**src/design/emss_pkg.sv**
```systemverilog
`timescale 1ns / 1ps

package emss_pkg;

    // Default marker length in bytes
    localparam int MARKER_LEN_DEF = 23;

    // Match counter width, fixed by the marker ROM depth
    localparam int CNT_W = 5;

    // ROM depth
    localparam int ROM_DEPTH = 32;

    // Command queue depth between front and back
    localparam int CMDQ_DEPTH = 2;

    // Result kinds
    typedef enum logic [1:0] {
        KIND_DATA  = 2'd0,
        KIND_END   = 2'd1,
        KIND_ERROR = 2'd2
    } kind_t;

    // Marker text, entries past the text read as zero
    localparam logic [7:0] MARKER_ROM [ROM_DEPTH] = '{
        8'h4D, 8'h65, 8'h6C, 8'h6F, 8'h64, 8'h69, 8'h6E, 8'h6B,
        8'h53, 8'h74, 8'h72, 8'h65, 8'h61, 8'h6D, 8'h45, 8'h6E,
        8'h64, 8'h4F, 8'h66, 8'h46, 8'h69, 8'h6C, 8'h65, 8'h00,
        8'h00, 8'h00, 8'h00, 8'h00, 8'h00, 8'h00, 8'h00, 8'h00
    };

    // One command: replay a held prefix, then optionally one tail word
    typedef struct packed {
        logic [CNT_W-1:0] prefix_len;
        logic             tail_valid;
        kind_t            tail_kind;
        logic [7:0]       tail_byte;
    } cmd_t;

endpackage

```
**src/design/emss_front.sv**
```systemverilog
`timescale 1ns / 1ps

module emss_front #(
    parameter int MARKER_LEN = emss_pkg::MARKER_LEN_DEF
) (
    input  logic          clk,
    input  logic          rst_n,
    input  logic          push,
    input  logic [7:0]    in_byte,
    input  logic          source_end,
    input  logic          q_full,
    output logic          cmd_push,
    output emss_pkg::cmd_t cmd
);
    import emss_pkg::*;

    logic [CNT_W-1:0] match_count_reg;
    logic [CNT_W-1:0] match_count_next;
    logic             finished_reg;
    logic             finished_next;
    logic             issue;
    logic             accept;
    logic [CNT_W:0]   count_inc;

    assign accept    = push && !q_full;
    assign count_inc = {1'b0, match_count_reg} + {{CNT_W{1'b0}}, 1'b1};

    // Classify the incoming word against the marker
    always_comb
    begin
        match_count_next = match_count_reg;
        finished_next    = finished_reg;
        issue            = 1'b0;
        cmd.prefix_len   = '0;
        cmd.tail_valid   = 1'b1;
        cmd.tail_kind    = KIND_DATA;
        cmd.tail_byte    = 8'h00;
        if (finished_reg)
        begin
            issue         = 1'b1;
            cmd.tail_kind = KIND_END;
        end
        else if (source_end)
        begin
            issue            = 1'b1;
            match_count_next = '0;
            cmd.tail_kind    = KIND_ERROR;
        end
        else if (in_byte == MARKER_ROM[match_count_reg])
        begin
            if (count_inc >= (CNT_W+1)'(MARKER_LEN))
            begin
                issue            = 1'b1;
                finished_next    = 1'b1;
                match_count_next = '0;
                cmd.tail_kind    = KIND_END;
            end
            else
            begin
                match_count_next = count_inc[CNT_W-1:0];
            end
        end
        else
        begin
            // broken match: replay held prefix; word may restart the marker
            issue          = 1'b1;
            cmd.prefix_len = match_count_reg;
            if (match_count_reg != '0 && in_byte == MARKER_ROM[0])
            begin
                match_count_next = {{(CNT_W-1){1'b0}}, 1'b1};
                cmd.tail_valid   = 1'b0;
            end
            else
            begin
                match_count_next = '0;
                cmd.tail_byte    = in_byte;
            end
        end
    end

    assign cmd_push = accept && issue;

    // Match state
    always_ff @(posedge clk or negedge rst_n)
    begin
        if (!rst_n)
        begin
            match_count_reg <= '0;
            finished_reg    <= 1'b0;
        end
        else if (accept)
        begin
            match_count_reg <= match_count_next;
            finished_reg    <= finished_next;
        end
    end

`ifndef NO_ASSERTIONS
    // once the marker is found no partial match is held
    a_finished_clear: assert property (@(posedge clk) disable iff (!rst_n)
        finished_reg |-> match_count_reg == '0)
        else $error("match count nonzero after marker found");
`endif

endmodule

```
**src/design/emss_cmdq.sv**
```systemverilog
`timescale 1ns / 1ps

module emss_cmdq (
    input  logic           clk,
    input  logic           rst_n,
    input  logic           wr_en,
    input  emss_pkg::cmd_t wr_cmd,
    output logic           full,
    input  logic           rd_en,
    output logic           head_valid,
    output emss_pkg::cmd_t head
);
    import emss_pkg::*;

    localparam int PTR_W = (CMDQ_DEPTH > 1) ? $clog2(CMDQ_DEPTH) : 1;
    localparam int CNT_QW = $clog2(CMDQ_DEPTH + 1);

    cmd_t              entry_reg [CMDQ_DEPTH];
    logic [PTR_W-1:0]  wr_ptr_reg;
    logic [PTR_W-1:0]  rd_ptr_reg;
    logic [CNT_QW-1:0] count_reg;
    logic              do_wr;
    logic              do_rd;

    assign full       = count_reg == CNT_QW'(CMDQ_DEPTH);
    assign head_valid = count_reg != '0;
    assign head       = entry_reg[rd_ptr_reg];
    assign do_wr      = wr_en && !full;
    assign do_rd      = rd_en && head_valid;

    // Entry storage
    always_ff @(posedge clk)
    begin
        if (do_wr)
        begin
            entry_reg[wr_ptr_reg] <= wr_cmd;
        end
    end

    // Pointers and fill count
    always_ff @(posedge clk or negedge rst_n)
    begin
        if (!rst_n)
        begin
            wr_ptr_reg <= '0;
            rd_ptr_reg <= '0;
            count_reg  <= '0;
        end
        else
        begin
            if (do_wr)
            begin
                wr_ptr_reg <= (wr_ptr_reg == PTR_W'(CMDQ_DEPTH - 1)) ? '0
                            : wr_ptr_reg + {{(PTR_W-1){1'b0}}, 1'b1};
            end
            if (do_rd)
            begin
                rd_ptr_reg <= (rd_ptr_reg == PTR_W'(CMDQ_DEPTH - 1)) ? '0
                            : rd_ptr_reg + {{(PTR_W-1){1'b0}}, 1'b1};
            end
            if (do_wr && !do_rd)
            begin
                count_reg <= count_reg + {{(CNT_QW-1){1'b0}}, 1'b1};
            end
            else if (do_rd && !do_wr)
            begin
                count_reg <= count_reg - {{(CNT_QW-1){1'b0}}, 1'b1};
            end
        end
    end

`ifndef NO_ASSERTIONS
    a_count_bound: assert property (@(posedge clk) disable iff (!rst_n)
        count_reg <= CNT_QW'(CMDQ_DEPTH))
        else $error("command queue overfilled");
`endif

endmodule

```
**src/design/emss_back.sv**
```systemverilog
`timescale 1ns / 1ps

module emss_back (
    input  logic           clk,
    input  logic           rst_n,
    input  logic           head_valid,
    input  emss_pkg::cmd_t head,
    output logic           cmd_pop,
    input  logic           pop,
    output logic           empty,
    output logic [7:0]     out_byte,
    output logic [1:0]     kind,
    output logic           last
);
    import emss_pkg::*;

    logic [CNT_W-1:0] idx_reg;
    logic [CNT_W-1:0] idx_next;
    logic             out_valid_reg;
    logic [7:0]       out_byte_reg;
    kind_t            kind_reg;
    logic             last_reg;
    logic             step;
    logic             in_prefix;
    logic [7:0]       res_byte;
    kind_t            res_kind;
    logic             res_last;
    logic [CNT_W-1:0] idx_inc;

    assign idx_inc   = idx_reg + {{(CNT_W-1){1'b0}}, 1'b1};
    assign in_prefix = idx_reg < head.prefix_len;
    assign step      = head_valid && (!out_valid_reg || pop);

    // Pick the next result word: prefix replay, then tail
    always_comb
    begin
        if (in_prefix)
        begin
            res_byte = MARKER_ROM[idx_reg];
            res_kind = KIND_DATA;
            res_last = (idx_inc == head.prefix_len) && !head.tail_valid;
        end
        else
        begin
            res_byte = head.tail_byte;
            res_kind = head.tail_kind;
            res_last = 1'b1;
        end
    end

    assign cmd_pop  = step && res_last;
    assign idx_next = step ? (res_last ? '0 : idx_inc) : idx_reg;

    // Sequencer index and output register
    always_ff @(posedge clk or negedge rst_n)
    begin
        if (!rst_n)
        begin
            idx_reg       <= '0;
            out_valid_reg <= 1'b0;
        end
        else
        begin
            idx_reg <= idx_next;
            if (step)
            begin
                out_valid_reg <= 1'b1;
            end
            else if (pop)
            begin
                out_valid_reg <= 1'b0;
            end
        end
    end

    // Result payload
    always_ff @(posedge clk)
    begin
        if (step)
        begin
            out_byte_reg <= res_byte;
            kind_reg     <= res_kind;
            last_reg     <= res_last;
        end
    end

    assign empty    = !out_valid_reg;
    assign out_byte = out_byte_reg;
    assign kind     = kind_reg;
    assign last     = last_reg;

`ifndef NO_ASSERTIONS
    a_idx_range: assert property (@(posedge clk) disable iff (!rst_n)
        head_valid |-> idx_reg <= head.prefix_len)
        else $error("replay index past prefix");

    a_idx_idle: assert property (@(posedge clk) disable iff (!rst_n)
        !head_valid |-> idx_reg == '0)
        else $error("replay index not cleared between commands");

    a_cmd_nonempty: assert property (@(posedge clk) disable iff (!rst_n)
        head_valid && !head.tail_valid |-> head.prefix_len != '0)
        else $error("command with no result words");
`endif

endmodule

```
**src/design/end_marker_stream_stripper_unit.sv**
```systemverilog
`timescale 1ns / 1ps

// Channel  | Handshake          | Fields
// input    | push / full        | in_byte[7:0], source_end
// result   | empty / pop        | out_byte[7:0], kind[1:0], last
//
// The front takes one input word per cycle whenever the command queue
// has room; an input that extends a partial match produces no result.
// The back emits one result word per cycle while the result side is not
// stalled; an input has as many result words as it causes: 1 normally, up to MARKER_LEN on a broken
// match that replays the held prefix from the marker ROM.
// Reset clears the match state, the command queue and the output valid flag.
// A stalled result side fills the two-entry command queue, then raises full.

module end_marker_stream_stripper_unit #(
    parameter int MARKER_LEN = emss_pkg::MARKER_LEN_DEF
) (
    input  logic       clk,
    input  logic       rst_n,
    input  logic       push,
    output logic       full,
    input  logic [7:0] in_byte,
    input  logic       source_end,
    output logic       empty,
    input  logic       pop,
    output logic [7:0] out_byte,
    output logic [1:0] kind,
    output logic       last
);
    import emss_pkg::*;

    logic cmd_push;
    cmd_t cmd;
    logic head_valid;
    cmd_t head;
    logic cmd_pop;

    // Classifier and match state
    emss_front #(
        .MARKER_LEN(MARKER_LEN)
    ) u_front (
        .clk       (clk),
        .rst_n     (rst_n),
        .push      (push),
        .in_byte   (in_byte),
        .source_end(source_end),
        .q_full    (full),
        .cmd_push  (cmd_push),
        .cmd       (cmd)
    );

    // Command queue
    emss_cmdq u_cmdq (
        .clk       (clk),
        .rst_n     (rst_n),
        .wr_en     (cmd_push),
        .wr_cmd    (cmd),
        .full      (full),
        .rd_en     (cmd_pop),
        .head_valid(head_valid),
        .head      (head)
    );

    // Result sequencer
    emss_back u_back (
        .clk       (clk),
        .rst_n     (rst_n),
        .head_valid(head_valid),
        .head      (head),
        .cmd_pop   (cmd_pop),
        .pop       (pop),
        .empty     (empty),
        .out_byte  (out_byte),
        .kind      (kind),
        .last      (last)
    );

endmodule

```
**config.mk**
```make
export PLATFORM = sky130hd
export DESIGN_NAME = end_marker_stream_stripper_unit
export DESIGN_NICKNAME = d
export VERILOG_FILES = /design/src/design/emss_pkg.sv /design/src/design/emss_front.sv /design/src/design/emss_cmdq.sv /design/src/design/emss_back.sv /design/src/design/end_marker_stream_stripper_unit.sv
export SDC_FILE = /design/constraint.sdc
export NUM_CORES = 1
export LEC_CHECK = 0
export BUFFER_PORTS_ARGS = -buffer_cell sky130_fd_sc_hd__buf_2
export CAP_MARGIN = 10
export CORE_MARGIN = 2
export CORE_UTILIZATION = 55
export CTS_CLUSTER_DIAMETER = 100
export CTS_CLUSTER_SIZE = 12
export DETAILED_ROUTE_END_ITERATION = 16
export MAX_ROUTING_LAYER = met4
export PLACE_DENSITY_LB_ADDON = 0.25
export REMOVE_ABC_BUFFERS = 1
export SLEW_MARGIN = 40
export SYNTH_ARGS = -nofsm -noshare
export SYNTH_HDL_FRONTEND = slang
export SYNTH_SLANG_ARGS = --single-unit
```
**constraint.sdc**
```tcl
create_clock -name clk -period 3.7 [get_ports clk]
set_input_delay 0.37 -clock clk [delete_from_list [all_inputs] [get_ports clk]]
set_output_delay 0.37 -clock clk [all_outputs]
set_load 0.02 [all_outputs]
```
==> results.md <==
- GPL Wtd Cong: 0.918
- Final net count: 384
- FF-to-FF setup slack: 0.56 ns
- Part of the cycle the worst path needs: 0.849
- WL met1: 3.30 mm
- Initial antenna violation count: 0
- Row count: 29
- Clk_lat worst skew: 0.33 ns
- Critical path origin: u_front.match_count_reg[0]
- Nature of the critical path startpoint: flip-flop
- Pre-CTS WS: 0.586 ns
- Layout cell share with drive strength beyond 1: 0.167
- Most frequent cells in the layout: edfxtp_1, buf_2, ha_1
- Status: finished, final reports clean
- CP max stage cell: dfrtp_1
- IR drop worst, VDD: 0.432 mV
- Switch share: 0.376
- CTS clk-pin slew, worst paths: 0.06 ns
- Final setup TNS: 0 ns
- Vias in the first global route: 2533
- P&R area growth vs syn: 10.3%
- Unrepaired setup endpoints after global routing: no
- DR iter-0 viols: ~110
- Reg2reg end: u_cmdq.count_reg[1]
- Number of port buffers: 25
- ANT cells: 0
- GRT overflow: 0
- Number of buffers created by CTS: 9
- Most common cell after layout, fill and taps aside: edfxtp_1
- Synthesized area per cell: 11.2 µm²
- Final core occ: 0.626
- Top post-synthesis cells by area: edfxtp_1, dfrtp_1, ha_1
- Post-synth ARST share: 0.271
- Mapped Cells: 320
- CP arrival: approximately 3.4 ns
- Synth cell types: 61
- Vias per inst: between 6 and 7
- Slew headroom: 0.580
- Layout fillers: 517
- Pre-antenna DRT Iters: 4
- Clock share of power: 0.199
- WL met3: 283 µm
- Starting density of the core: 0.568
- Routed via count: 2602
- Post-synth top area share: 0.360
- Clk_skew: 0.00820 ns
- Highest routing layer actually used: met4
- Final period demand of the worst path: 3.14 ns
- Reg2Reg Depth: 11
- Clk sinks: 59
- CORE AREA: 6310 µm²
- Sequential cell area fraction in the yosys report: 0.472
- I/O Pins: 26
- First-pass GRT wire length: 12.1 mm
- GRT Util Overall: 0.221
- Clock root cell: clkbuf_8
- NetSw: approximately 1.0 mW
- Setup violators final: 0
- Max-cap viol count: 0
- Cell Pwr Density: 701 nW/µm²
- Die width: 84.7 µm
- Max clock buf depth: 2
- Hold WC Path Type: in -> reg
- Ys flop type: edfxtp_1
- Die ar.: roughly 7200 µm²
- R2R Path Start: u_front.match_count_reg[0]
- Seq cells post-synth: 59
- Internal: 1.73 mW
- Fin. Hold Viols: 0
- Peak Freq: ~320 MHz
- DRC: 0
- H-Tree Depth: 3
- PnR worst setup slack: around 0.56 ns
- Max reg flops: 32
- Die Y: between 80 and 90 µm
- Leak: 1.59 nW
- Cell accounting for the most synthesized area: edfxtp_1
- Post-route ant nets: 0
- Maximum fanout along the worst path: 11
- Dpl hpwl: 5.30 mm
- Pin count of the biggest net entering global routing: 23
- Final Max Tran Viols: 0
- Gate power share: 0.397
- Crit path capture: u_cmdq.count_reg[1]
- CP peak stage delay: 0.56 ns
- Post_cts resized: 0
- WL final: just over 7 mm
- Post-synth EDFFs: 43
- Cell Chain, Critical Path: inv_1 > ha_1 > nor3_1 > or3b_1 > a21oi_1 > nor4b_4 > a41oi_2 > ha_1 > xor2_1 > nor2_1 > xor2_1
- Worst-margin pin slew: between 0.6 and 0.7 ns
- Critical path endpoint category: flip-flop
- Sequential Power Share: 0.405
- Hold_ws: between 0.3 and 0.4 ns
- Yosys warning count: 0
- DR WL/cell: 16.8 µm
- Critical path required time: 3.95 ns
- Critical path type: reg -> reg
- TritonCTS clock tree: built
- Mapped cell area: 3580 µm²
- Met2 wire len: 3.51 mm
-- metrics by stage --
step	instance area, µm²	total power [mW]	std cells
floorplan	3510	1.91	307
CTS	3950	2.78	430
detailed placement	3760	2.23	413
global placement	3760	2.19	413
global route	3950	2.95	430
finish	3950	2.77	430
-- critical path: cells and delay by family, from the launching register on --
family,cells,cell delay [ns]
AOI/OAI and AO/OA,2,0.36
adders and majority gates,2,0.56
buffers and inverters,1,0.16
DFF,1,0.56
xor gates and xnor gates,2,0.29
and+or+nand+nor,4,1.13
-- cells by family after synthesis --
kind of cell    after synthesis  synth area share
fa+ha+maj                    23            0.0803
flops                        59             0.472
compound gates               60             0.123
xor+xnor                     14            0.0363
simple gates                102             0.166
buf+inv                      36            0.0454
mux                          26            0.0772
-- repair_timing --
item,4_1_cts,5_1_grt
hold buffers,1,0
endpoints found under the setup margin,0,0
hold endpoints to repair,16,0
buffers inserted,0,0
-- cells in the mapped netlist, drive strengths merged (2+ instances only) --
library cell and n:
mux2 3, inv 23, or3 2, nor2 17
buf 7, xnor2 6, o31ai 3, or2 2
a211o 2, nor3b 2, a211oi 4, nand2b 6
a21oi 6, ha 23, a31oi 6, dfrtp 16
clkbuf 6, and2 8, o32ai 4, xor2 8
and3 9, mux2i 22, nor3 10, nor2b 5
nor4bb 2, o22ai 6, nor4 2, a41oi 3
nand2 13, o21a 4, o21ai 11, nand4 2
edfxtp 43, nor4b 3, nand3 13, a2111oi 2
-- final cells by class --
class	instances	area, µm²	share of cell area
Clock buffer	10	128	0.0323
Clock inverter	6	56.3	0.0142
Inverter	23	86.3	0.0218
Multi-Input combinational cell	225	1730	0.437
Sequential cell	59	1690	0.428
Tap cell	77	96.3	0.0244
Timing Repair Buffer	30	165	0.0418
-- per-layer routing --
layer	track usage	up-vias
li1	-	1253
met2	0.352	81
met5	-	-
met1	0.277	1251
met4	0.0880	0
met3	0.0452	17
-- power by group through the flow --
stage          registers (mW)  logic, mW  clock network [mW]
2_1_floorplan            1.19      0.718                   0
3_3_place_gp             1.12       1.07                   0
3_5_place_dp             1.13       1.10                   0
4_1_cts                  1.12       1.10               0.558
5_1_grt                  1.15       1.21               0.586
6_report                 1.12       1.10               0.550
-- worst min-delay path by stage --
stage                     slack (ns)                   end  depth (start not counted)        from
after floorplan                 0.07     u_back.idx_reg[0]                          0       rst_n
after global placement          0.31  u_front.finished_reg                          1       rst_n
after detailed placement        0.31  u_front.finished_reg                          1       rst_n
after CTS                       0.28  u_back.out_valid_reg                          3         pop
after global routing            0.33  u_front.finished_reg                          2  source_end
final                           0.30  u_back.out_valid_reg                          3         pop
Power figures use the tool's default switching activity.
